File: config.mk
export PLATFORM = sky130hd
export DESIGN_NAME = sdd_cfg
export DESIGN_NICKNAME = d
export VERILOG_FILES = /design/src/rtl/sdd_pkg.sv /design/src/rtl/sdd_cfg.sv
export SDC_FILE = /design/constraint.sdc
export NUM_CORES = 1
export LEC_CHECK = 0
export ABC_AREA = 1
export BUFFER_PORTS_ARGS = -buffer_cell sky130_fd_sc_hd__buf_2
export CAP_MARGIN = 5
export CORE_ASPECT_RATIO = 1.4
export CORE_UTILIZATION = 35
export DETAILED_ROUTE_END_ITERATION = 8
export GPL_TIMING_DRIVEN = 1
export PLACE_DENSITY_LB_ADDON = 0.05
export SLEW_MARGIN = 20
export SYNTH_ARGS = -nofsm -noshare
export SYNTH_HDL_FRONTEND = slang
export SYNTH_SLANG_ARGS = --single-unit
File: constraint.sdc
create_clock -name clk -period 1.2 [get_ports clk]
set_input_delay 0.12 -clock clk [delete_from_list [all_inputs] [get_ports clk]]
set_output_delay 0.12 -clock clk [all_outputs]
set_load 0.005 [all_outputs]
File: src/rtl/sdd_pkg.sv
// Shared constants and types for the stereo depth from disparity block
`default_nettype none

package sdd_pkg;

    localparam int COL_W       = 12;
    localparam int DISP_W      = 16;
    localparam int CFG_W       = 32;
    localparam int DEPTH_W     = 32;
    localparam int MAX_COLUMNS = 4096;
    localparam int ADDR_W      = 5;
    localparam int PL_W        = COL_W + CFG_W;            // col * inv_focal_left
    localparam int DIFF_W      = COL_W + 4 + 2;            // col*16 - disparity, signed
    localparam int PR_W        = DIFF_W + CFG_W + 1;       // diff * inv_focal_right, signed
    localparam int XW          = 52;                       // xl, xr, den in Q.36
    localparam int REM_W       = XW + 1;
    localparam int Q_W         = 32;                       // quotient bits resolved
    localparam int NUM_SH      = 4;                        // |base| << 28 split at bit 32

    localparam logic [DEPTH_W-1:0] DEPTH_MIN = {1'b1, {(DEPTH_W-1){1'b0}}};
    localparam logic [DEPTH_W-1:0] DEPTH_MAX = {1'b0, {(DEPTH_W-1){1'b1}}};

    typedef struct packed {
        logic        [CFG_W-1:0] inv_focal_left;
        logic signed [CFG_W-1:0] offset_left;
        logic        [CFG_W-1:0] inv_focal_right;
        logic signed [CFG_W-1:0] offset_right;
        logic signed [CFG_W-1:0] stereo_baseline;
    } cfg_t;

    typedef struct packed {
        logic dvalid;       // disparity nonzero
        logic zero;         // denominator zero
        logic neg;          // quotient negative
        logic base_neg;
        logic base_zero;
        logic ovf;          // quotient >= 2^32
    } ctl_t;

    typedef struct packed {
        ctl_t             ctl;
        logic [REM_W-1:0] rem;
        logic [XW-1:0]    dmag;
        logic [Q_W-1:0]   num;
        logic [Q_W-1:0]   q;
    } div_t;

    typedef struct packed {
        logic [DEPTH_W-1:0] depth;
        logic               depth_valid;
        logic               saturated;
    } res_t;

endpackage

`default_nettype wire

File: src/rtl/sdd_cfg.sv
// APB configuration registers
`default_nettype none

module sdd_cfg (
    input  logic                       clk,
    input  logic                       rst_n,
    input  logic                       psel,
    input  logic                       penable,
    input  logic                       pwrite,
    input  logic [sdd_pkg::ADDR_W-1:0] paddr,
    input  logic [31:0]                pwdata,
    output logic [31:0]                prdata,
    output logic                       pready,
    output sdd_pkg::cfg_t              cfg
);
    import sdd_pkg::*;

    typedef enum logic [2:0] {
        REG_INV_FOCAL_LEFT  = 3'd0,
        REG_OFFSET_LEFT     = 3'd1,
        REG_INV_FOCAL_RIGHT = 3'd2,
        REG_OFFSET_RIGHT    = 3'd3,
        REG_BASELINE        = 3'd4
    } reg_idx_t;

    cfg_t       cfg_reg;
    logic       wr_en;
    logic [2:0] idx;

    assign pready = 1'b1;
    assign wr_en  = psel && penable && pwrite && pready;
    assign idx    = paddr[4:2];
    assign cfg    = cfg_reg;

    always_ff @(posedge clk or negedge rst_n)
    begin
        if (!rst_n)
        begin
            cfg_reg <= '0;
        end
        else if (wr_en)
        begin
            unique case (idx)
                REG_INV_FOCAL_LEFT:  cfg_reg.inv_focal_left  <= pwdata;
                REG_OFFSET_LEFT:     cfg_reg.offset_left     <= pwdata;
                REG_INV_FOCAL_RIGHT: cfg_reg.inv_focal_right <= pwdata;
                REG_OFFSET_RIGHT:    cfg_reg.offset_right    <= pwdata;
                REG_BASELINE:        cfg_reg.stereo_baseline <= pwdata;
                default:             ;
            endcase
        end
    end

    always_comb
    begin
        unique case (idx)
            REG_INV_FOCAL_LEFT:  prdata = cfg_reg.inv_focal_left;
            REG_OFFSET_LEFT:     prdata = cfg_reg.offset_left;
            REG_INV_FOCAL_RIGHT: prdata = cfg_reg.inv_focal_right;
            REG_OFFSET_RIGHT:    prdata = cfg_reg.offset_right;
            REG_BASELINE:        prdata = cfg_reg.stereo_baseline;
            default:             prdata = '0;
        endcase
    end

endmodule

`default_nettype wire

==> metrics <==
DRC 0; R2R Setup Slk between 300 and 400 ps; Max Buffers Root-to-Sink 2; n_diodes 0; IO Pins about 240; skew final 0 ps; starting density of the core 35.8%; Core Box Area 0.0213 mm^2; TNS Setup -5340 ps; Via density 4.91; DP Area about 0.0094 mm^2; Std-Cell Rows between 60 and 70; Reg-to-Reg End cfg[29]$_DFFE_PN0P_; failing checks setup timing; crit path to prdata[1]; area grow syn2layout 58.9%; Nets 1351; vias in the first global route roughly 7700; clk_lat worst skew ~420 ps; WL final 27.2 mm; detailed placer's ending HPWL between 15 and 20 mm; Post-Syn Instances between 900 and 1000; total CTS buffers 17; Mapped Nets just under 1000; Fmax achieved ~690 MHz; Hold WC Path Type in -> async; H-Tree Depth 4; Vias about 8000; Yosys cell types 25; Die Span X ~130 um; first-pass GRT wire length between 40 and 50 mm; Synth Register Bits 160; max reg flops 160; max-slew violations 0; Fillers 2061; Hold Vio Cnt, Final 0; r2r startpoint cfg[29]$_DFFE_PN0P_; final instance area ~0.012 mm^2; clock sinks 160; crit start category flop; DRT antenna net count 0; Worst path max stage delay 400 ps; Lkg Pwr around 6.4 nW; RSZ-0062 raised after global routing true; Clock Root Buffer clkbuf_16; initial antenna violation count 0; Worst Setup Path Type reg -> out; status complete, but fails checks; R2R depth 4; GRT overflow 0; most frequent cells in the layout 265 x nand2_1, 185 x buf_6, 160 x dfrtp_1; most common cell after layout, fill and taps aside nand2_1; # port buffers 231; Worst EP arrival around 1300 ps; Routed wire per std cell between 15 and 20 um; DRT iter0 DRCs between 300 and 400; drt pass-1 iters 5; Die Area around 0.022 mm^2; Crit Path Max Fanout 3; routability cong. 0.782; Total GRT Usage about 25%; die height 176 um; CTS tree yes; worst hold slack 233 ps; Max Cap Viol 0; clock-pin slew on the worst setup and hold paths 70 ps; DP Worst Slack -145 ps; CP Data Required Time around 1100 ps; Final Worst Setup Slack -242 ps; Mapped Area around 0.0076 mm^2; share of cells above drive strength 1 a little over a third; CP endpoint kind primary output; post-synthesis sequential area ratio 52.6%; maximum VDD drop between 0.0009 and 0.001 V; largest net degree at the start of global routing 62; slowest CP cell dfrtp_1; final period utilization 120%; yosys warns 0; critical-path cell list nand3_1, nand2_1, nor2_2, nand2_2, buf_2; Final setup viols 34; Crit. Startpoint cfg[129]$_DFFE_PN0P_; minimum clock period 1440 ps; PwrDens about 1500 mW/mm^2; syn avg cell area 8.15 um^2
[repair_timing]
action / CTS / global route
hold buffers: 33 / 0
endpoints found under the setup margin: 32 / 124
resized for setup: 56 / 168
hold endpoints to repair: 192 / 0
setup buffers: 94 / 52
pin swaps: 52 / 43
[critical path, delay by kind of cell, from the launching register on]
kind,cells,cell delay [ps]
buffers and inverters,1,130
and+or+nand+nor,4,380
DFF,1,400
[kinds of logic (layout without fill, tap and decap cells)]
kind of cell	count (synthesis)	in the layout	synth area share (%)
AO/OA/AOI/OAI	175	175	11.9
flip-flops	160	160	52.6
other	1	1	0.0493
AND/OR/NAND/NOR	447	447	26.2
buffers and inverters	151	539	9.24
[layer usage]
layer / track usage [%] / vias up / share of wire, %
li1: - / 3809 / -
met1: 30.5 / 3713 / 42
met2: 42.8 / 213 / 51
met3: 5.33 / 34 / 4.8
met4: 8.48 / 0 / 2.1
met5: 0 / - / 0
[area by class of cell]
type                       instances  area (um^2)  share of cell area, %
tap                              260          325                   2.69
timing repair buffer             422         3900                   32.3
sequential                       160         4000                   33.1
inverter                          85          329                   2.72
clock buffer                      18          429                   3.55
clock inverter                    14          124                   1.02
multi-input combinational        623         2980                   24.6
[cells in the mapped netlist (all sizes together)]
library cell / instances / share of area (%)
nand2: 278 / 14
inv: 85 / 4.3
buf: 41 / 3.7
conb: 1 / 0.049
clkbuf: 25 / 1.2
nand3: 70 / 5.3
nor2: 51 / 2.8
o21ai: 175 / 12
nand4: 48 / 3.9
dfrtp: 160 / 53
[worst min path at each step]
stage / from / end / cells after the start
finish: rst_n / cfg[153]$_DFFE_PN0P_ / 3
global route: rst_n / cfg[153]$_DFFE_PN0P_ / 3
CTS: rst_n / cfg[153]$_DFFE_PN0P_ / 3
detailed placement: rst_n / cfg[24]$_DFFE_PN0P_ / 2
global placement: rst_n / cfg[24]$_DFFE_PN0P_ / 2
floorplan: rst_n / cfg[0]$_DFFE_PN0P_ / 0
[metrics by stage]
step                      power (mW)  cells  util, %
final                           18.3   1582     56.8
after global routing            19.3   1582     56.8
after CTS                       17.3   1563     52.7
after detailed placement        10.8   1404     44.0
after global placement          10.7   1404     44.0
after floorplan                 8.67    934        -
[power by group]
part / internal (mW) / switching, mW / leakage, nW / total (mW)
clock network: 2.74 / 2.46 / 0.274 / 5.20
registers: 6.42 / 0.768 / 2.05 / 7.19
logic: 3.47 / 2.41 / 4.06 / 5.88
No activity file was read; power rests on OpenSTA's default activity.
