[src/rtl/sdd_pkg.sv]
// Shared constants and types for the stereo depth from disparity block
`default_nettype none

package sdd_pkg;

    localparam int COL_W       = 12;
    localparam int DISP_W      = 16;
    localparam int CFG_W       = 32;
    localparam int DEPTH_W     = 32;
    localparam int MAX_COLUMNS = 4096;
    localparam int ADDR_W      = 5;
    localparam int PL_W        = COL_W + CFG_W;            // col * inv_focal_left
    localparam int DIFF_W      = COL_W + 4 + 2;            // col*16 - disparity, signed
    localparam int PR_W        = DIFF_W + CFG_W + 1;       // diff * inv_focal_right, signed
    localparam int XW          = 52;                       // xl, xr, den in Q.36
    localparam int REM_W       = XW + 1;
    localparam int Q_W         = 32;                       // quotient bits resolved
    localparam int NUM_SH      = 4;                        // |base| << 28 split at bit 32

    localparam logic [DEPTH_W-1:0] DEPTH_MIN = {1'b1, {(DEPTH_W-1){1'b0}}};
    localparam logic [DEPTH_W-1:0] DEPTH_MAX = {1'b0, {(DEPTH_W-1){1'b1}}};

    typedef struct packed {
        logic        [CFG_W-1:0] inv_focal_left;
        logic signed [CFG_W-1:0] offset_left;
        logic        [CFG_W-1:0] inv_focal_right;
        logic signed [CFG_W-1:0] offset_right;
        logic signed [CFG_W-1:0] stereo_baseline;
    } cfg_t;

    typedef struct packed {
        logic dvalid;       // disparity nonzero
        logic zero;         // denominator zero
        logic neg;          // quotient negative
        logic base_neg;
        logic base_zero;
        logic ovf;          // quotient >= 2^32
    } ctl_t;

    typedef struct packed {
        ctl_t             ctl;
        logic [REM_W-1:0] rem;
        logic [XW-1:0]    dmag;
        logic [Q_W-1:0]   num;
        logic [Q_W-1:0]   q;
    } div_t;

    typedef struct packed {
        logic [DEPTH_W-1:0] depth;
        logic               depth_valid;
        logic               saturated;
    } res_t;

endpackage

`default_nettype wire

[src/rtl/sdd_front.sv]
// Front pipeline: abscissa products, denominator, magnitudes and overflow test
`default_nettype none

module sdd_front (
    input  logic                       clk,
    input  logic                       rst_n,
    input  logic                       adv,
    input  sdd_pkg::cfg_t              cfg,
    input  logic                       in_valid,
    input  logic [sdd_pkg::COL_W-1:0]  column,
    input  logic [sdd_pkg::DISP_W-1:0] disparity_value,
    output logic                       out_valid,
    output sdd_pkg::div_t              out_item
);
    import sdd_pkg::*;

    // stage 1: products
    logic                     v1_reg;
    logic                     dv1_reg;
    logic [PL_W-1:0]          pl1_reg;
    logic signed [PR_W-1:0]   pr1_reg;
    // stage 2: xl, xr
    logic                     v2_reg;
    logic                     dv2_reg;
    logic signed [XW-1:0]     xl2_reg;
    logic signed [XW-1:0]     xr2_reg;
    // stage 3: denominator
    logic                     v3_reg;
    logic                     dv3_reg;
    logic signed [XW-1:0]     den3_reg;
    // stage 4: magnitudes
    logic                     v4_reg;
    ctl_t                     ctl4_reg;
    logic [XW-1:0]            dmag4_reg;
    logic [CFG_W-1:0]         absb4_reg;
    // stage 5: overflow test, divider setup
    logic                     v5_reg;
    div_t                     d5_reg;

    logic [COL_W-1:0]         col_c;
    logic signed [DIFF_W-1:0] diff_c;
    logic [PL_W-1:0]          pl_c;
    logic signed [PR_W-1:0]   pr_c;
    logic signed [XW-1:0]     xl_c;
    logic signed [XW-1:0]     xr_c;
    logic [CFG_W-1:0]         absb_c;
    ctl_t                     ctl_c;
    div_t                     d_c;
    logic [XW-1:0]            bhi_c;

    assign col_c  = (32'(column) > MAX_COLUMNS - 1) ? COL_W'(MAX_COLUMNS - 1) : column;
    assign diff_c = $signed({2'b00, col_c, 4'b0000}) - $signed({2'b00, disparity_value});
    assign pl_c   = PL_W'(col_c) * PL_W'(cfg.inv_focal_left);
    assign pr_c   = diff_c * $signed({1'b0, cfg.inv_focal_right});

    // xl = (col*ifl + offl*16)*16, xr = diff*ifr + offr*256, all Q.36
    assign xl_c = ($signed({{(XW-PL_W){1'b0}}, pl1_reg})
                 + $signed({{(XW-CFG_W-4){cfg.offset_left[CFG_W-1]}},
                            cfg.offset_left, 4'b0000})) <<< 4;
    assign xr_c = $signed({{(XW-PR_W){pr1_reg[PR_W-1]}}, pr1_reg})
                + $signed({{(XW-CFG_W-8){cfg.offset_right[CFG_W-1]}},
                           cfg.offset_right, 8'h00});

    assign absb_c = cfg.stereo_baseline[CFG_W-1] ? (~cfg.stereo_baseline + 1'b1)
                                                 : cfg.stereo_baseline;

    always_comb
    begin
        ctl_c           = '0;
        ctl_c.dvalid    = dv3_reg;
        ctl_c.zero      = (den3_reg == '0);
        ctl_c.base_neg  = cfg.stereo_baseline[CFG_W-1];
        ctl_c.base_zero = (cfg.stereo_baseline == '0);
        ctl_c.neg       = cfg.stereo_baseline[CFG_W-1] ^ den3_reg[XW-1];
    end

    // q >= 2^32 exactly when |base| >> 4 >= dmag
    assign bhi_c = XW'(absb4_reg[CFG_W-1:NUM_SH]);

    always_comb
    begin
        d_c         = '0;
        d_c.ctl     = ctl4_reg;
        d_c.ctl.ovf = (bhi_c >= dmag4_reg);
        d_c.rem     = d_c.ctl.ovf ? '0 : REM_W'(bhi_c);
        d_c.dmag    = dmag4_reg;
        d_c.num     = {absb4_reg[NUM_SH-1:0], {(Q_W-NUM_SH){1'b0}}};
        d_c.q       = '0;
    end

    always_ff @(posedge clk or negedge rst_n)
    begin
        if (!rst_n)
        begin
            v1_reg <= 1'b0;
            v2_reg <= 1'b0;
            v3_reg <= 1'b0;
            v4_reg <= 1'b0;
            v5_reg <= 1'b0;
        end
        else if (adv)
        begin
            v1_reg <= in_valid;
            v2_reg <= v1_reg;
            v3_reg <= v2_reg;
            v4_reg <= v3_reg;
            v5_reg <= v4_reg;
        end
    end

    always_ff @(posedge clk)
    begin
        if (adv)
        begin
            dv1_reg   <= (disparity_value != '0);
            pl1_reg   <= pl_c;
            pr1_reg   <= pr_c;
            dv2_reg   <= dv1_reg;
            xl2_reg   <= xl_c;
            xr2_reg   <= xr_c;
            dv3_reg   <= dv2_reg;
            den3_reg  <= xr2_reg - xl2_reg;
            ctl4_reg  <= ctl_c;
            dmag4_reg <= den3_reg[XW-1] ? (~den3_reg + 1'b1) : den3_reg;
            absb4_reg <= absb_c;
            d5_reg    <= d_c;
        end
    end

    assign out_valid = v5_reg;
    assign out_item  = d5_reg;

endmodule

`default_nettype wire

[config.mk]
export PLATFORM = sky130hd
export DESIGN_NAME = sdd_front
export DESIGN_NICKNAME = d
export VERILOG_FILES = /design/src/rtl/sdd_pkg.sv /design/src/rtl/sdd_front.sv
export SDC_FILE = /design/constraint.sdc
export NUM_CORES = 2
export LEC_CHECK = 0
export ABC_AREA = 1
export BUFFER_PORTS_ARGS = -buffer_cell sky130_fd_sc_hd__buf_4
export CAP_MARGIN = 20
export CORE_MARGIN = 8
export CORE_UTILIZATION = 45
export CTS_CLUSTER_SIZE = 30
export DETAILED_ROUTE_END_ITERATION = 6
export GPL_TIMING_DRIVEN = 0
export PLACE_DENSITY_LB_ADDON = 0.25
export SETUP_SLACK_MARGIN = 0.1
export SYNTH_ARGS = -nofsm -noshare
export SYNTH_HDL_FRONTEND = slang
export SYNTH_SLANG_ARGS = --single-unit
export TNS_END_PERCENT = 10
[constraint.sdc]
create_clock -name clk -period 3.5 [get_ports clk]
set_input_delay 0 -clock clk [delete_from_list [all_inputs] [get_ports clk]]
set_output_delay 0 -clock clk [all_outputs]
set_load 0.005 [all_outputs]
==> impl_metrics.json <==
{
  "cp_common_cell": "fa_1",
  "fin_ws_ps": -2350,
  "num_io_pins": 368,
  "clk_latency_ps": 640,
  "cap_viol_max_count": 0,
  "setup_tns_ps": -108550,
  "fill_cells": 12944,
  "post-place-ws_ps": -3640,
  "reg2reg_to": "dmag4_reg[32]",
  "cts_sinks": 430,
  "layout_common_cells": "nand2_1, inv_1, fa_1",
  "rrSetupSlack_ps": 790,
  "rsz0062_at_grt": "true",
  "setup-violations-final": 82,
  "antenna_found_initial": 4,
  "synthDistinctLibCells": 50,
  "finClkSkew_ps": 41.0,
  "synthCells": 8227,
  "worstPathArrival_ps": 6200,
  "syn_area_um2": 60800,
  "async_flop_share_pct": 1.16,
  "criticalPathCategory": "in -> reg",
  "die_area_um2": 147000,
  "postRouteWirelength_um": 192000,
  "largest_reg_flops": 90,
  "rows": 135,
  "fin_crit_ps": 5850,
  "critPathMaxStageDelay_ps": 590,
  "drc": 1,
  "worst_hold_path_type": "in -> reg",
  "hold_end": "xr2_reg[23]",
  "nets": 10172,
  "via_per_inst": 4.93,
  "timing.slew.headroom_pct": 43.6,
  "holdPathStages": 3,
  "worstSetupStartpointType": "primary input",
  "dieHeight_um": 384,
  "cts_tree": "yes",
  "drt-wirelength-per-cell_um": 18.1,
  "cts_max_path_buffers": 3,
  "grt_first_pass_wirelength_um": 298000,
  "final_hold_viol_count": 0,
  "die_w_um": 384,
  "layout-drive-gt1-share_pct": 12.0,
  "seq_area_frac_synth_pct": 21.2,
  "cts_buffers": 48,
  "crit_fanout": 5,
  "fmax_mhz": 171,
  "grt_max_degree": 131,
  "drt_iter0_markers": 3199,
  "required_ps": 3850,
  "syn_avg_cell_area_um2": 7.39,
  "htreeDepth": 2,
  "synth-seq-cells": 430,
  "synth_edf_count": 425,
  "status": "complete, but fails checks",
  "violations": "DRC, setup timing",
  "core_um2": 135000,
  "grt_pass1_vias": 53772,
  "slowest_stage": "fa_2",
  "port_buffers": 268,
  "via_count": 52417,
  "gp_congestion": 0.986,
  "hold_start": "cfg[47]",
  "final_max_slew_viol_count": 0,
  "yosysWarningCount": 0,
  "clock-root-buffer": "clkbuf_16",
  "grt_overflow": 0,
  "post-route-period-util_pct": 167,
  "syn_to_final_growth_pct": 18.0,
  "dp_hpwl_um": 163000,
  "grt_util_all_layers_pct": 25.8,
  "ys.flop_type": "edfxtp_1",
  "start_util_pct": 45.1,
  "worstMarginPinSlew_ps": 847,
  "clk_pin_slew_ps": 60,
  "rr_worst_depth": 11,
  "r2r-start": "den3_reg[1]",
  "layout_commonest_cell": "nand2_1",
  "dr.pass1.iters": 7,
  "postRouteAntennaNets": 0,
  "end_kind": "flip-flop"
}
==> worst max-delay path: cells and delay by family <==
| family | cells | cell delay (ps) |
|---|---|---|
| AOI/OAI and AO/OA | 2 | 390 |
| buffers and inverters | 10 | 1070 |
| adders and majority gates | 8 | 3580 |
| and+or+nand+nor | 9 | 1140 |
==> stage by stage <==
| step | hold slack, ps | instances | util [%] | instance area, um2 |
|---|---|---|---|---|
| finish | 13.2 | 10638 | 53.2 | 71800 |
| global route | 19.0 | 10637 | 53.2 | 71800 |
| CTS | 0.695 | 10604 | 52.5 | 70800 |
| detailed placement | -195 | 10363 | 49.2 | 66300 |
| global placement | -197 | 10360 | 49.1 | 66200 |
| floorplan | -296 | 8311 | - | 62000 |
==> routing by layer <==
metal	vias up	GRT usage (%)	share of wire [%]
met5	-	0	0.020
met4	6	11.4	5.3
met3	426	4.31	6.7
met2	1738	44.5	48
met1	24853	31.9	40
li1	25394	-	-
==> final cells by class <==
| class | count | area (um2) | area share, % |
|---|---|---|---|
| inverter | 2083 | 7900 | 11.0 |
| timing repair buffer | 454 | 3910 | 5.45 |
| antenna | 2 | 5.00 | 0.00697 |
| buffer | 268 | 2110 | 2.95 |
| tap | 1781 | 2230 | 3.11 |
| sequential | 430 | 12900 | 18.0 |
| multi-input combinational | 5530 | 41100 | 57.3 |
| clock buffer | 57 | 1230 | 1.72 |
| clock inverter | 33 | 339 | 0.473 |
==> cell usage after synthesis (6+ instances only) <==
master | number | area [um2]
nor3_1 | 42 | 210
nor2_4 | 10 | 113
buf_2 | 30 | 150
nand3_1 | 396 | 1980
xor2_1 | 145 | 1270
inv_1 | 2077 | 7800
edfxtp_1 | 425 | 12800
nor2_1 | 670 | 2510
buf_4 | 85 | 638
nand2_1 | 2562 | 9620
xnor2_1 | 41 | 359
nand3b_1 | 6 | 45.0
and2_1 | 8 | 50.1
nor2_2 | 14 | 87.6
a21oi_1 | 173 | 866
or2_2 | 9 | 56.3
nand2b_1 | 6 | 37.5
a31oi_1 | 20 | 125
o21ai_0 | 63 | 315
fa_1 | 752 | 15100
clkbuf_1 | 146 | 548
nand4_1 | 47 | 294
ha_1 | 413 | 5170
o21bai_1 | 22 | 165
nor4_1 | 10 | 62.6
==> cell families after synthesis <==
logic type      count (synthesis)  synth area share, %
simple gates                 3796                 25.0
buf+inv                      2351                 15.2
fa+ha+maj                    1165                 33.3
flops                         430                 21.2
compound gates                297                 2.66
xor+xnor                      186                 2.68
other cells                     1              0.00617
mux                             1               0.0185
==> worst max path at each step <==
| stage | slack, ps | start | endpoint | cells after the start |
|---|---|---|---|---|
| detailed placement | -3640 | disparity_value[0] | pr1_reg[46] | 28 |
| finish | -2350 | disparity_value[11] | pr1_reg[45] | 29 |
| CTS | -2180 | column[2] | pr1_reg[39] | 31 |
| global route | -2480 | column[1] | pr1_reg[49] | 29 |
| global placement | -3660 | disparity_value[0] | pr1_reg[46] | 28 |
| floorplan | -2050 | disparity_value[4] | pr1_reg[48] | 30 |
==> what timing repair did <==
item | 4_1_cts | 5_1_grt
gates resized for setup | 417 | 194
hold buffers | 100 | 0
gates cloned | 1 | 3
setup endpoints to repair | 82 | 82
endpoints found under the hold margin | 159 | 0
buffers inserted | 50 | 29
pin swaps | 65 | 96
Power is not shown: default switching activity piles up to over one toggle a cycle in this logic, so the estimate is an artifact.
