==> src/rtl/sdd_pkg.sv <==
// Shared constants and types for the stereo depth from disparity block
`default_nettype none

package sdd_pkg;

    localparam int COL_W       = 12;
    localparam int DISP_W      = 16;
    localparam int CFG_W       = 32;
    localparam int DEPTH_W     = 32;
    localparam int MAX_COLUMNS = 4096;
    localparam int ADDR_W      = 5;
    localparam int PL_W        = COL_W + CFG_W;            // col * inv_focal_left
    localparam int DIFF_W      = COL_W + 4 + 2;            // col*16 - disparity, signed
    localparam int PR_W        = DIFF_W + CFG_W + 1;       // diff * inv_focal_right, signed
    localparam int XW          = 52;                       // xl, xr, den in Q.36
    localparam int REM_W       = XW + 1;
    localparam int Q_W         = 32;                       // quotient bits resolved
    localparam int NUM_SH      = 4;                        // |base| << 28 split at bit 32

    localparam logic [DEPTH_W-1:0] DEPTH_MIN = {1'b1, {(DEPTH_W-1){1'b0}}};
    localparam logic [DEPTH_W-1:0] DEPTH_MAX = {1'b0, {(DEPTH_W-1){1'b1}}};

    typedef struct packed {
        logic        [CFG_W-1:0] inv_focal_left;
        logic signed [CFG_W-1:0] offset_left;
        logic        [CFG_W-1:0] inv_focal_right;
        logic signed [CFG_W-1:0] offset_right;
        logic signed [CFG_W-1:0] stereo_baseline;
    } cfg_t;

    typedef struct packed {
        logic dvalid;       // disparity nonzero
        logic zero;         // denominator zero
        logic neg;          // quotient negative
        logic base_neg;
        logic base_zero;
        logic ovf;          // quotient >= 2^32
    } ctl_t;

    typedef struct packed {
        ctl_t             ctl;
        logic [REM_W-1:0] rem;
        logic [XW-1:0]    dmag;
        logic [Q_W-1:0]   num;
        logic [Q_W-1:0]   q;
    } div_t;

    typedef struct packed {
        logic [DEPTH_W-1:0] depth;
        logic               depth_valid;
        logic               saturated;
    } res_t;

endpackage

`default_nettype wire

==> src/rtl/sdd_out.sv <==
// Sign, saturation and output register with skid buffer
`default_nettype none

module sdd_out (
    input  logic                        clk,
    input  logic                        rst_n,
    input  logic                        in_valid,
    input  sdd_pkg::div_t               in_item,
    output logic                        adv,
    output logic                        m_axis_tvalid,
    input  logic                        m_axis_tready,
    output logic [sdd_pkg::DEPTH_W-1:0] m_axis_tdata,
    output logic [1:0]                  m_axis_tuser
);
    import sdd_pkg::*;

    res_t res_c;
    res_t out_reg;
    res_t skid_reg;
    logic out_valid_reg;
    logic skid_valid_reg;
    logic out_load;
    ctl_t c;

    assign c = in_item.ctl;

    always_comb
    begin
        res_c.depth       = '0;
        res_c.depth_valid = c.dvalid;
        res_c.saturated   = 1'b0;
        if (!c.dvalid)
        begin
            res_c.depth_valid = 1'b0;
        end
        else if (c.zero)
        begin
            res_c.saturated = 1'b1;
            res_c.depth     = c.base_neg ? DEPTH_MIN : (c.base_zero ? '0 : DEPTH_MAX);
        end
        else if (c.neg)
        begin
            // magnitude up to 2^31 still fits a negative result
            if (c.ovf || (in_item.q > DEPTH_MIN))
            begin
                res_c.saturated = 1'b1;
                res_c.depth     = DEPTH_MIN;
            end
            else
            begin
                res_c.depth = ~in_item.q + 1'b1;
            end
        end
        else
        begin
            if (c.ovf || in_item.q[Q_W-1])
            begin
                res_c.saturated = 1'b1;
                res_c.depth     = DEPTH_MAX;
            end
            else
            begin
                res_c.depth = in_item.q;
            end
        end
    end

    assign adv      = !skid_valid_reg;
    assign out_load = !out_valid_reg || m_axis_tready;

    always_ff @(posedge clk or negedge rst_n)
    begin
        if (!rst_n)
        begin
            out_valid_reg  <= 1'b0;
            skid_valid_reg <= 1'b0;
        end
        else if (out_load)
        begin
            out_valid_reg  <= skid_valid_reg || in_valid;
            skid_valid_reg <= 1'b0;
        end
        else if (adv && in_valid)
        begin
            skid_valid_reg <= 1'b1;
        end
    end

    always_ff @(posedge clk)
    begin
        if (out_load)
        begin
            out_reg <= skid_valid_reg ? skid_reg : res_c;
        end
        else if (adv && in_valid)
        begin
            skid_reg <= res_c;
        end
    end

    assign m_axis_tvalid = out_valid_reg;
    assign m_axis_tdata  = out_reg.depth;
    assign m_axis_tuser  = {out_reg.saturated, out_reg.depth_valid};

`ifndef SYNTH
    a_skid_needs_out: assert property (@(posedge clk) disable iff (!rst_n)
        skid_valid_reg |-> out_valid_reg)
        else $error("skid holds a transaction while output register is empty");

    a_skid_on_stall: assert property (@(posedge clk) disable iff (!rst_n)
        $rose(skid_valid_reg) |-> $past(out_valid_reg && !m_axis_tready))
        else $error("skid filled without an output stall");

    a_invalid_zero: assert property (@(posedge clk) disable iff (!rst_n)
        (out_valid_reg && !out_reg.depth_valid)
            |-> (out_reg.depth == '0 && !out_reg.saturated))
        else $error("invalid pixel with nonzero depth or saturation");

    a_sat_clamp: assert property (@(posedge clk) disable iff (!rst_n)
        (out_valid_reg && out_reg.saturated)
            |-> (out_reg.depth == DEPTH_MIN || out_reg.depth == DEPTH_MAX
                 || out_reg.depth == '0))
        else $error("saturated depth is not a clamp value");
`endif

endmodule

`default_nettype wire

==> config.mk <==
export PLATFORM = sky130hd
export DESIGN_NAME = sdd_out
export DESIGN_NICKNAME = d
export VERILOG_FILES = /design/src/rtl/sdd_pkg.sv /design/src/rtl/sdd_out.sv
export SDC_FILE = /design/constraint.sdc
export NUM_CORES = 1
export LEC_CHECK = 0
export BUFFER_PORTS_ARGS = -buffer_cell sky130_fd_sc_hd__clkbuf_2
export CAP_MARGIN = 20
export CELL_PAD_IN_SITES_DETAIL_PLACEMENT = 2
export CELL_PAD_IN_SITES_GLOBAL_PLACEMENT = 2
export CORE_ASPECT_RATIO = 0.6
export CORE_MARGIN = 2
export CORE_UTILIZATION = 25
export DETAILED_ROUTE_END_ITERATION = 10
export HOLD_SLACK_MARGIN = 0.12
export PLACE_DENSITY = 0.8
export REMOVE_ABC_BUFFERS = 1
export SYNTH_ARGS = -nofsm -noshare
export SYNTH_HDL_FRONTEND = slang
export SYNTH_SLANG_ARGS = --single-unit
export TNS_END_PERCENT = 10
==> constraint.sdc <==
create_clock -name clk -period 4.85 [get_ports clk]
set_input_delay 0.7275 -clock clk [delete_from_list [all_inputs] [get_ports clk]]
set_output_delay 0.7275 -clock clk [all_outputs]
set_load 0.01 [all_outputs]
==> metrics.txt, run 1 <==
fin crit share 68.1%; Fmax 303 MHz; clk sinks 70; number of synthesized flops with an enable pin 68; Vert. Die Dim 102 um; hpwl dp 9840 um; min Tclk post-route 3.30 ns; Synth top cells by count edfxtp_1 (68), nor2_1 (54), nand2_1 (50), o21ai_0 (35), a21oi_1 (27); Synth area leaders edfxtp_1 (51%), nor2_1 (5.1%), nand2_1 (4.7%); max reg flops 34; initial core utilization 25.7%; Leak 1.78 nW; share of synthesized flip-flops with an asynchronous set or reset 2.86%; TritonRoute pass-1 iters 4; final setup skew 0.00679 ns; Final setup viols 0; Fin. Hold Viols 0; #FFs+latches synth 70; PortBufs 77; count leader, synth edfxtp_1; Worst Path Arrival 3.46 ns; buffers and inverters on the worst path 2; Syn-to-layout area delta 22.6%; crit path capture type flip-flop; H-tree depth 3; Crit path max-delay family simple AND/OR/NAND/NOR gates; fill count 1724; Worst-Skew Late Latency 0.34 ns; Slew Limit Headroom 32.1%; Detail Route Antenna Nets 0; first-pass GRT wire length 22400 um; Crit Path Class in -> reg; via count 3607; die width 167 um; CP max stage cell nand3_1; library cells used by synthesis 54; vias per cell 5.28; via count of the first global-routing pass 3866; Post-CTS Hold Buffers 0; Max-Cap Viols 0; final setup TNS 0 ns; largest net degree at the start of global routing 53; GRT Residual Overflow 0; WL/cell 20.7 um; TritonCTS clock tree done; Core Region 15400 sq um; Startpoint Class input pin; drc violations 0; YS warnings 0; unrepaired setup endpoints after global routing false; total wire length 14200 um; CP max FO 16; top-area cell type share of the netlist area 51.5%; worst path required time 5.01 ns; Worst Max-Slew Pin Slew 1.02 ns; Placement Setup Slack 1.22 ns; Hold/Removal Path Class in -> async; Critical Path, Cell by Cell clkbuf_2 > inv_1 > ha_1 > nor4b_2 > and4_1 > nand3_2 > nand3_1 > a31oi_1 > o21ai_0; GPL Wtd Cong 0.848; Synth Area per Inst 9.72 sq um; slowest stage delay, CP 0.61 ns; gr usage total 17.2%; maximum vdd drop 0.146 mV; Slew Limit Fails 0; Syn Inst Count 408; Layout Nets 655; Seq/Total Area, Yosys 52.7%; clock buffer depth 2; Post-CTS Resized 0; num ports 215; layout cells sized above 1 23.1%; Synth area leader edfxtp_1; root buffer cell clkbuf_16; initial antenna violation count 0; postcts setup bufs 0; drt initial violations 237; Inserted Clock Buffers 9; antenna fix cells 0; pwr/cell area 355 nW/um^2; cell row count 35; clk slew on worst S/H paths 0.06 ns; die footprint 16900 sq um; worst setup margin 1.55 ns; Post-Syn Area 3970 sq um; Main synth FF type edfxtp_1; status finished clean
==> cell families (layout without fill, tap and decap cells) <==
kind of cell             count (synthesis)  in the layout  share of synthesized area, %
AO/OA/AOI/OAI                          123            123                          19.6
adder cells (fa/ha/maj)                  1              1                         0.315
buffers and inverters                   31            103                          3.22
flip-flops                              70             70                          52.7
multiplexers                             5              5                          1.48
AND/OR/NAND/NOR                        178            178                          22.6
==> through the flow <==
step / instance area, sq um / hold slack, ns / utilization (%) / cells / total power [W]
final: 4860 / 0.169 / 31.6 / 683 / 0.00172
after global placement: 4540 / 0.512 / 29.4 / 667 / 0.000989
after detailed placement: 4540 / 0.519 / 29.4 / 667 / 0.00100
after CTS: 4860 / 0.155 / 31.6 / 683 / 0.00175
after global routing: 4860 / 0.160 / 31.6 / 683 / 0.00180
after floorplan: 3860 / 0.432 / - / 383 / 0.000875
==> cells in the final DEF, fill, tap and decap left out, types with 2 or more instances in the layout <==
| cell | instances |
|---|---|
| clkbuf_2 | 77 |
| edfxtp_1 | 68 |
| clkbuf_16 | 9 |
| mux2_2 | 3 |
| and3_1 | 2 |
| o311ai_0 | 5 |
| a21o_1 | 2 |
| a41oi_1 | 4 |
| a21oi_1 | 27 |
| o21bai_1 | 6 |
| nor3_1 | 13 |
| buf_4 | 4 |
| nand2b_1 | 3 |
| o31a_1 | 5 |
| o31ai_1 | 5 |
| nor4_1 | 11 |
| o211ai_1 | 3 |
| nand2_1 | 50 |
| and4_1 | 2 |
| or4_1 | 5 |
| and2_1 | 3 |
| o21a_1 | 4 |
| nor2_1 | 54 |
| a31oi_1 | 17 |
| or3_1 | 8 |
| nor4_2 | 2 |
| nand4_1 | 7 |
| bufinv_16 | 2 |
| o21ai_0 | 35 |
| dfrtp_1 | 2 |
| a211o_1 | 3 |
| inv_1 | 6 |
| nand3_1 | 5 |
==> layout make-up <==
type / instances / area, sq um / area share (%)
tap: 203 / 254 / 5.22
inverter: 6 / 22.5 / 0.463
sequential: 70 / 2090 / 43.0
multi-input combinational: 307 / 1750 / 36.1
clock inverter: 5 / 82.6 / 1.70
timing repair buffer: 81 / 415 / 8.54
clock buffer: 11 / 243 / 4.99
==> worst paths after layout <==
kind	start	end	slack [ns]	cells past startpoint
worst min-delay path	rst_n	m_axis_tvalid$_DFFE_PN0N_	0.17	1
worst max-delay path	in_item[0]	m_axis_tdata[23]$_DFFE_PN_	1.55	9
worst min register to register	skid_reg[32]$_DFFE_PP_	m_axis_tdata[30]$_DFFE_PN_	0.53	2
max in group asynchronous	rst_n	skid_valid_reg$_DFFE_PN0P_	4.58	1
worst max register to register	skid_valid_reg$_DFFE_PN0P_	m_axis_tdata[5]$_DFFE_PN_	2.64	4
min in group clk	skid_reg[32]$_DFFE_PP_	m_axis_tdata[30]$_DFFE_PN_	0.53	2
==> where the power goes <==
| group | switching (W) | internal (W) | total (W) |
|---|---|---|---|
| sequential | 0.0000134 | 0.000725 | 0.000739 |
| clock | 0.000268 | 0.000467 | 0.000734 |
| combinational | 0.000170 | 0.0000819 | 0.000252 |
| total | 0.000451 | 0.00127 | 0.00172 |
==> metal layers <==
metal / global-route usage [%] / share of wire [%] / vias up
met5: 0 / 0 / -
met4: 3.38 / 0.58 / 0
met3: 4.22 / 4.9 / 9
met2: 27.5 / 44 / 61
met1: 24.1 / 51 / 1843
li1: - / - / 1694
Power figures use the tool's default switching activity.
==> run 2, diff against run 1 <==
--- a/config.mk
+++ b/config.mk
@@ -11,10 +11,10 @@
 export CELL_PAD_IN_SITES_GLOBAL_PLACEMENT = 2
 export CORE_ASPECT_RATIO = 0.6
 export CORE_MARGIN = 2
-export CORE_UTILIZATION = 25
+export CORE_UTILIZATION = 23
 export DETAILED_ROUTE_END_ITERATION = 10
 export HOLD_SLACK_MARGIN = 0.12
-export PLACE_DENSITY = 0.8
+export PLACE_DENSITY = 0.77
 export REMOVE_ABC_BUFFERS = 1
 export SYNTH_ARGS = -nofsm -noshare
 export SYNTH_HDL_FRONTEND = slang
==> constraint.sdc (replaced) <==
create_clock -name clk -period 2.8 [get_ports clk]
set_input_delay 0.42 -clock clk [delete_from_list [all_inputs] [get_ports clk]]
set_output_delay 0.42 -clock clk [all_outputs]
set_load 0.01 [all_outputs]
==> run 2 against run 1 <==
First-iteration DRC count grew 14%. Wire length grew 7.7%. Clock skew up 0.0031 ns. Critical path type unchanged.
==> metrics.txt, run 2 (same netlist as run 1, synthesis figures left out) <==
status finished clean; TritonCTS clock tree done; clk sinks 70; commonest cells after routing, fill and taps aside clkbuf_2 (77), edfxtp_1 (68), nor2_1 (54); Hold/Removal Path Class in -> reg; Post-CTS Resized 0; die footprint 18300 sq um; drc violations 0; gr usage total 17.0%; Placement Setup Slack -0.0205 ns; final setup skew 0.00994 ns; commonest non-fill, non-tap cell in the layout clkbuf_2; GRT Residual Overflow 0; Slew Limit Headroom 61.1%; min Tclk post-route 2.51 ns; H-tree depth 3; CP max stage cell or4_1; sw power 0.000807 W; clock buffer depth 2; Startpoint Class input pin; initial core utilization 23.3%; Comb pwr share 14.8%; Fmax 398 MHz; postcts setup bufs 0; worst path required time 2.87 ns; Layout Nets 685; GPL Wtd Cong 0.828; clock power share 44.9%; Worst Max-Slew Pin Slew 0.583 ns; Crit path max-delay family simple AND/OR/NAND/NOR gates; maximum vdd drop 0.245 mV; worst setup margin 0.286 ns; clk slew on worst S/H paths 0.06 ns; Sw Share 25.3%; unrepaired setup endpoints after global routing false; CP max FO 9; sequential share of power 40.3%; vias per cell 5.07; die width 174 um; drt initial violations 271; Critical Path Most Common Cell buf_4; TritonRoute pass-1 iters 4; crit path capture type flip-flop; Crit Path Class in -> reg; root buffer cell clkbuf_16; Vert. Die Dim 106 um; total wire length 15200 um; initial antenna violation count 0; R2R setup slack 0.96 ns; Core Region 17000 sq um; largest net degree at the start of global routing 37; Slew Limit Fails 0; Worst-Skew Late Latency 0.34 ns; Critical Path, Cell by Cell clkbuf_2 > or4_1 > buf_4 > nor4_4 > buf_4 > nand4_1 > a21o_1 > a31oi_1 > buf_4 > o21ai_0; fin crit share 89.8%; internal power 0.00238 W; pwr/cell area 616 nW/um^2; buffers and inverters on the worst path 4; Worst Path Arrival 2.58 ns; final setup TNS 0 ns; Max-Cap Viols 0; PortBufs 77; fill count 1916; slowest stage delay, CP 0.65 ns; via count of the first global-routing pass 4099; Fin. Hold Viols 0; cell row count 37; layout cells sized above 1 27.3%; Placed Cells 727; overall power 0.00318 W; max reg flops 34; Inserted Clock Buffers 9; final std cells w/o fill 745; via count 3780; Leak 1.94 nW; WL/cell 20.5 um; Detail Route Antenna Nets 0; final hold slack 0.317 ns; Final setup viols 0; first-pass GRT wire length 24000 um; Syn-to-layout area delta 30.3%; num ports 215; hpwl dp 11100 um
## run 2: cell count changes in the layout (fill, tap and decap cells not counted)
cell,previous run,this run
dlygate4sd3_1,0,1
buf_4,4,33
clkbuf_8,1,0
diode_2,0,1
clkinv_1,0,2
clkbuf_1,1,0
inv_6,1,0
clkinv_2,1,0
bufinv_16,2,4
## run 2: stage by stage
step / area [sq um] / utilization, %
floorplan: 3860 / -
global placement: 4790 / 28.2
detailed placement: 4790 / 28.2
CTS: 5170 / 30.4
global route: 5170 / 30.4
finish: 5170 / 30.4
## run 2: cell type report
cell class | instances | area (sq um) | share of cell area, %
diodes | 1 | 2.50 | 0.0484
inverters | 6 | 22.5 | 0.436
clock inverters | 7 | 136 | 2.64
multi-input cells | 307 | 1750 | 33.9
clock buffers | 9 | 225 | 4.36
flip-flops and latches | 70 | 2090 | 40.5
repair buffers | 111 | 643 | 12.4
well taps | 234 | 293 | 5.66
## run 2: worst min-delay path: stages
cell	delay, ns
clkbuf_2	0.09
nor2_1	0.05
nand2_1	0.06
## run 2: power by group through the flow
stage / clock [W] / sequential [W] / combinational, W
after floorplan: 0 / 0.00134 / 0.000176
after global placement: 0 / 0.00130 / 0.000447
after detailed placement: 0 / 0.00131 / 0.000467
after CTS: 0.00145 / 0.00129 / 0.000476
after global routing: 0.00150 / 0.00129 / 0.000518
final: 0.00143 / 0.00128 / 0.000470
## run 2: what timing repair did
item                                    in CTS  in global routing
endpoints found under the hold margin        2                  0
endpoints found under the setup margin       0                  0
hold buffers                                 1                  0
## run 2: worst paths after layout
| check | depth (start not counted) | endpoint | start |
|---|---|---|---|
| worst min register to register | 2 | m_axis_tdata[11]$_DFFE_PN_ | skid_reg[13]$_DFFE_PP_ |
| min in group asynchronous | 2 | m_axis_tvalid$_DFFE_PN0N_ | rst_n |
| worst min-delay path | 3 | m_axis_tvalid$_DFFE_PN0N_ | in_valid |
| worst max-delay path | 10 | m_axis_tdata[30]$_DFFE_PN_ | in_item[19] |
| worst max register to register | 4 | m_axis_tdata[18]$_DFFE_PN_ | skid_valid_reg$_DFFE_PN0P_ |
| max in group asynchronous | 2 | skid_valid_reg$_DFFE_PN0P_ | rst_n |
## run 2: routing by layer
metal	up-vias	wire (um)	share of wire, %	track usage (%)
met5	-	0	0	0
met3	9	609	4.0	4.08
met4	0	64	0.42	2.18
met1	1938	7940	52	24.8
li1	1757	-	-	-
met2	76	6630	43	26.1
==> run 3, diff against run 2 <==
--- a/config.mk
+++ b/config.mk
@@ -10,11 +10,11 @@
 export CELL_PAD_IN_SITES_DETAIL_PLACEMENT = 2
 export CELL_PAD_IN_SITES_GLOBAL_PLACEMENT = 2
 export CORE_ASPECT_RATIO = 0.6
-export CORE_MARGIN = 2
 export CORE_UTILIZATION = 23
 export DETAILED_ROUTE_END_ITERATION = 10
 export HOLD_SLACK_MARGIN = 0.12
 export PLACE_DENSITY = 0.77
+export RECOVER_POWER = 100
 export REMOVE_ABC_BUFFERS = 1
 export SYNTH_ARGS = -nofsm -noshare
 export SYNTH_HDL_FRONTEND = slang
==> run 3 against run 2 <==
Setup slack lost 0.034 ns. Critical path depth did not move. Wire length increased by 1.8%. Sequential share of layout area is 0.94 points higher. Critical path type unchanged. Die area down 3.0%. Clock power is 8% lower. Global-route usage increased by 1.0 points. Cell count down 0.81%. Register-to-register slack improved by 0.02 ns. Clock skew is 0.0038 ns lower. Via count down 0.79%.
==> metrics.txt, run 3 (same netlist as run 1, synthesis figures left out) <==
HP Start in_valid; Vert. Die Dim 104 um; Final setup viols 0; GPL Wtd Cong 0.843; fin crit share 91.0%; clock buffer depth 2; Worst Max-Slew Pin Slew 1.08 ns; Slew Limit Fails 0; drc violations 0; largest net degree at the start of global routing 37; die footprint 17800 sq um; overall power 0.00305 W; Max-Cap Viols 0; total wire length 15500 um; final hold slack 0.313 ns; Slew Limit Headroom 28.3%; clk slew on worst S/H paths 0.06 ns; PortBufs 77; Inserted Clock Buffers 9; Core Region 16500 sq um; drt initial violations 249; hpwl dp 11100 um; via count 3750; WL/cell 21.0 um; root buffer cell clkbuf_16; Placement Setup Slack -0.0493 ns; Fin. Hold Viols 0; Hold/Removal Path Class in -> reg; Startpoint Class input pin; fill count 1865; Worst-Skew Late Latency 0.34 ns; initial antenna violation count 0; GRT Residual Overflow 0; worst path required time 2.88 ns; Finished Cell Area 5050 sq um; register area 2090 sq um; pwr/cell area 605 nW/um^2; CP max FO 5; maximum vdd drop 0.225 mV; crit path capture type flip-flop; layout cells sized above 1 18.2%; Leak 1.78 nW; Critical Path, Cell by Cell clkbuf_1 > inv_1 > ha_1 > nor4b_2 > and4_1 > and2_1 > and4b_1 > nor4_1 > buf_4 > o21ai_0; via count of the first global-routing pass 4078; RR Startpoint m_axis_tvalid$_DFFE_PN0N_; gr usage total 18.1%; clk sinks 70; Multi-input gate area 1740 sq um; final setup skew 0.00616 ns; Layout Nets 686; DP Area 4790 sq um; antenna fix cells 0; Syn-to-layout area delta 27.4%; Critical Path Source in_item[1]; first-pass GRT wire length 24200 um; TritonCTS clock tree done; status finished clean; postcts setup bufs 0; vias per cell 5.07; worst setup margin 0.252 ns; CP max stage cell nor4_1; num ports 215; min Tclk post-route 2.55 ns; TritonRoute pass-1 iters 4; die width 172 um; buffers and inverters on the worst path 3; max reg flops 34; Detail Route Antenna Nets 0; unrepaired setup endpoints after global routing false; Fmax 392 MHz; Crit path max-delay family simple AND/OR/NAND/NOR gates; Crit Path Class in -> reg; H-tree depth 3; commonest non-fill, non-tap cell in the layout edfxtp_1; Worst Path Arrival 2.63 ns; slowest stage delay, CP 0.47 ns; initial core utilization 24.0%; commonest cells after routing, fill and taps aside edfxtp_1 (68), nor2_1 (54), nand2_1 (50); cell row count 36
run 3: cell count changes in the layout (fill, tap and decap cells not counted), moves of 2 or more:
cell,before,now
clkinv_1,2,0
buf_4,33,24
clkbuf_8,0,3
clkbuf_2,77,41
bufinv_16,4,2
clkbuf_1,0,46
run 3: worst paths after layout:
kind	to	slack [ns]	cells past startpoint
worst max-delay path	m_axis_tdata[24]$_DFFE_PN_	0.25	10
worst min-delay path	m_axis_tvalid$_DFFE_PN0N_	0.31	3
worst max register to register	skid_reg[5]$_DFFE_PP_	0.98	3
worst min register to register	m_axis_tdata[22]$_DFFE_PN_	0.54	2
max in group asynchronous	skid_valid_reg$_DFFE_PN0P_	2.26	2
min in group asynchronous	m_axis_tvalid$_DFFE_PN0N_	0.41	2
run 3: through the flow:
step	setup TNS (ns)	utilization, %	std cells
2_1_floorplan	-54.13	-	383
3_3_place_gp	0	29.0	722
3_5_place_dp	-0.108	29.0	722
4_1_cts	0	31.1	739
5_1_grt	0	30.6	739
6_report	0	30.6	739
run 3: final cells by class:
| type | instances | share of cell area (%) |
|---|---|---|
| Inverter | 6 | 0.446 |
| Tap cell | 228 | 5.65 |
| Clock inverter | 4 | 1.51 |
| Sequential cell | 70 | 41.4 |
| Clock buffer | 12 | 5.28 |
| Timing Repair Buffer | 112 | 11.2 |
| Multi-Input combinational cell | 307 | 34.5 |
run 3: where the power goes:
part           switching (W)  internal [W]  leakage, nW
Sequential         0.0000228       0.00126        0.697
Clock               0.000466      0.000856        0.165
Combinational       0.000309      0.000142        0.915
run 3: worst register-to-register path, delay by kind of cell, from the launching register on:
kind | cells | cell delay (ns)
and+or+nand+nor | 2 | 0.27
DFF | 1 | 0.36
buffers and inverters | 1 | 0.79
run 3: routing by layer:
metal	share of wire (%)	global-route usage [%]	vias to the layer above
met1	48	25.1	1893
met3	5.8	4.51	12
met5	0	0	-
met4	0.81	4.02	0
li1	-	-	1756
met2	46	28.1	89
run 3: repair_timing:
item,4_1_cts,5_1_grt
hold buffers,1,0
hold endpoints to repair,2,0
gates resized for setup,0,0
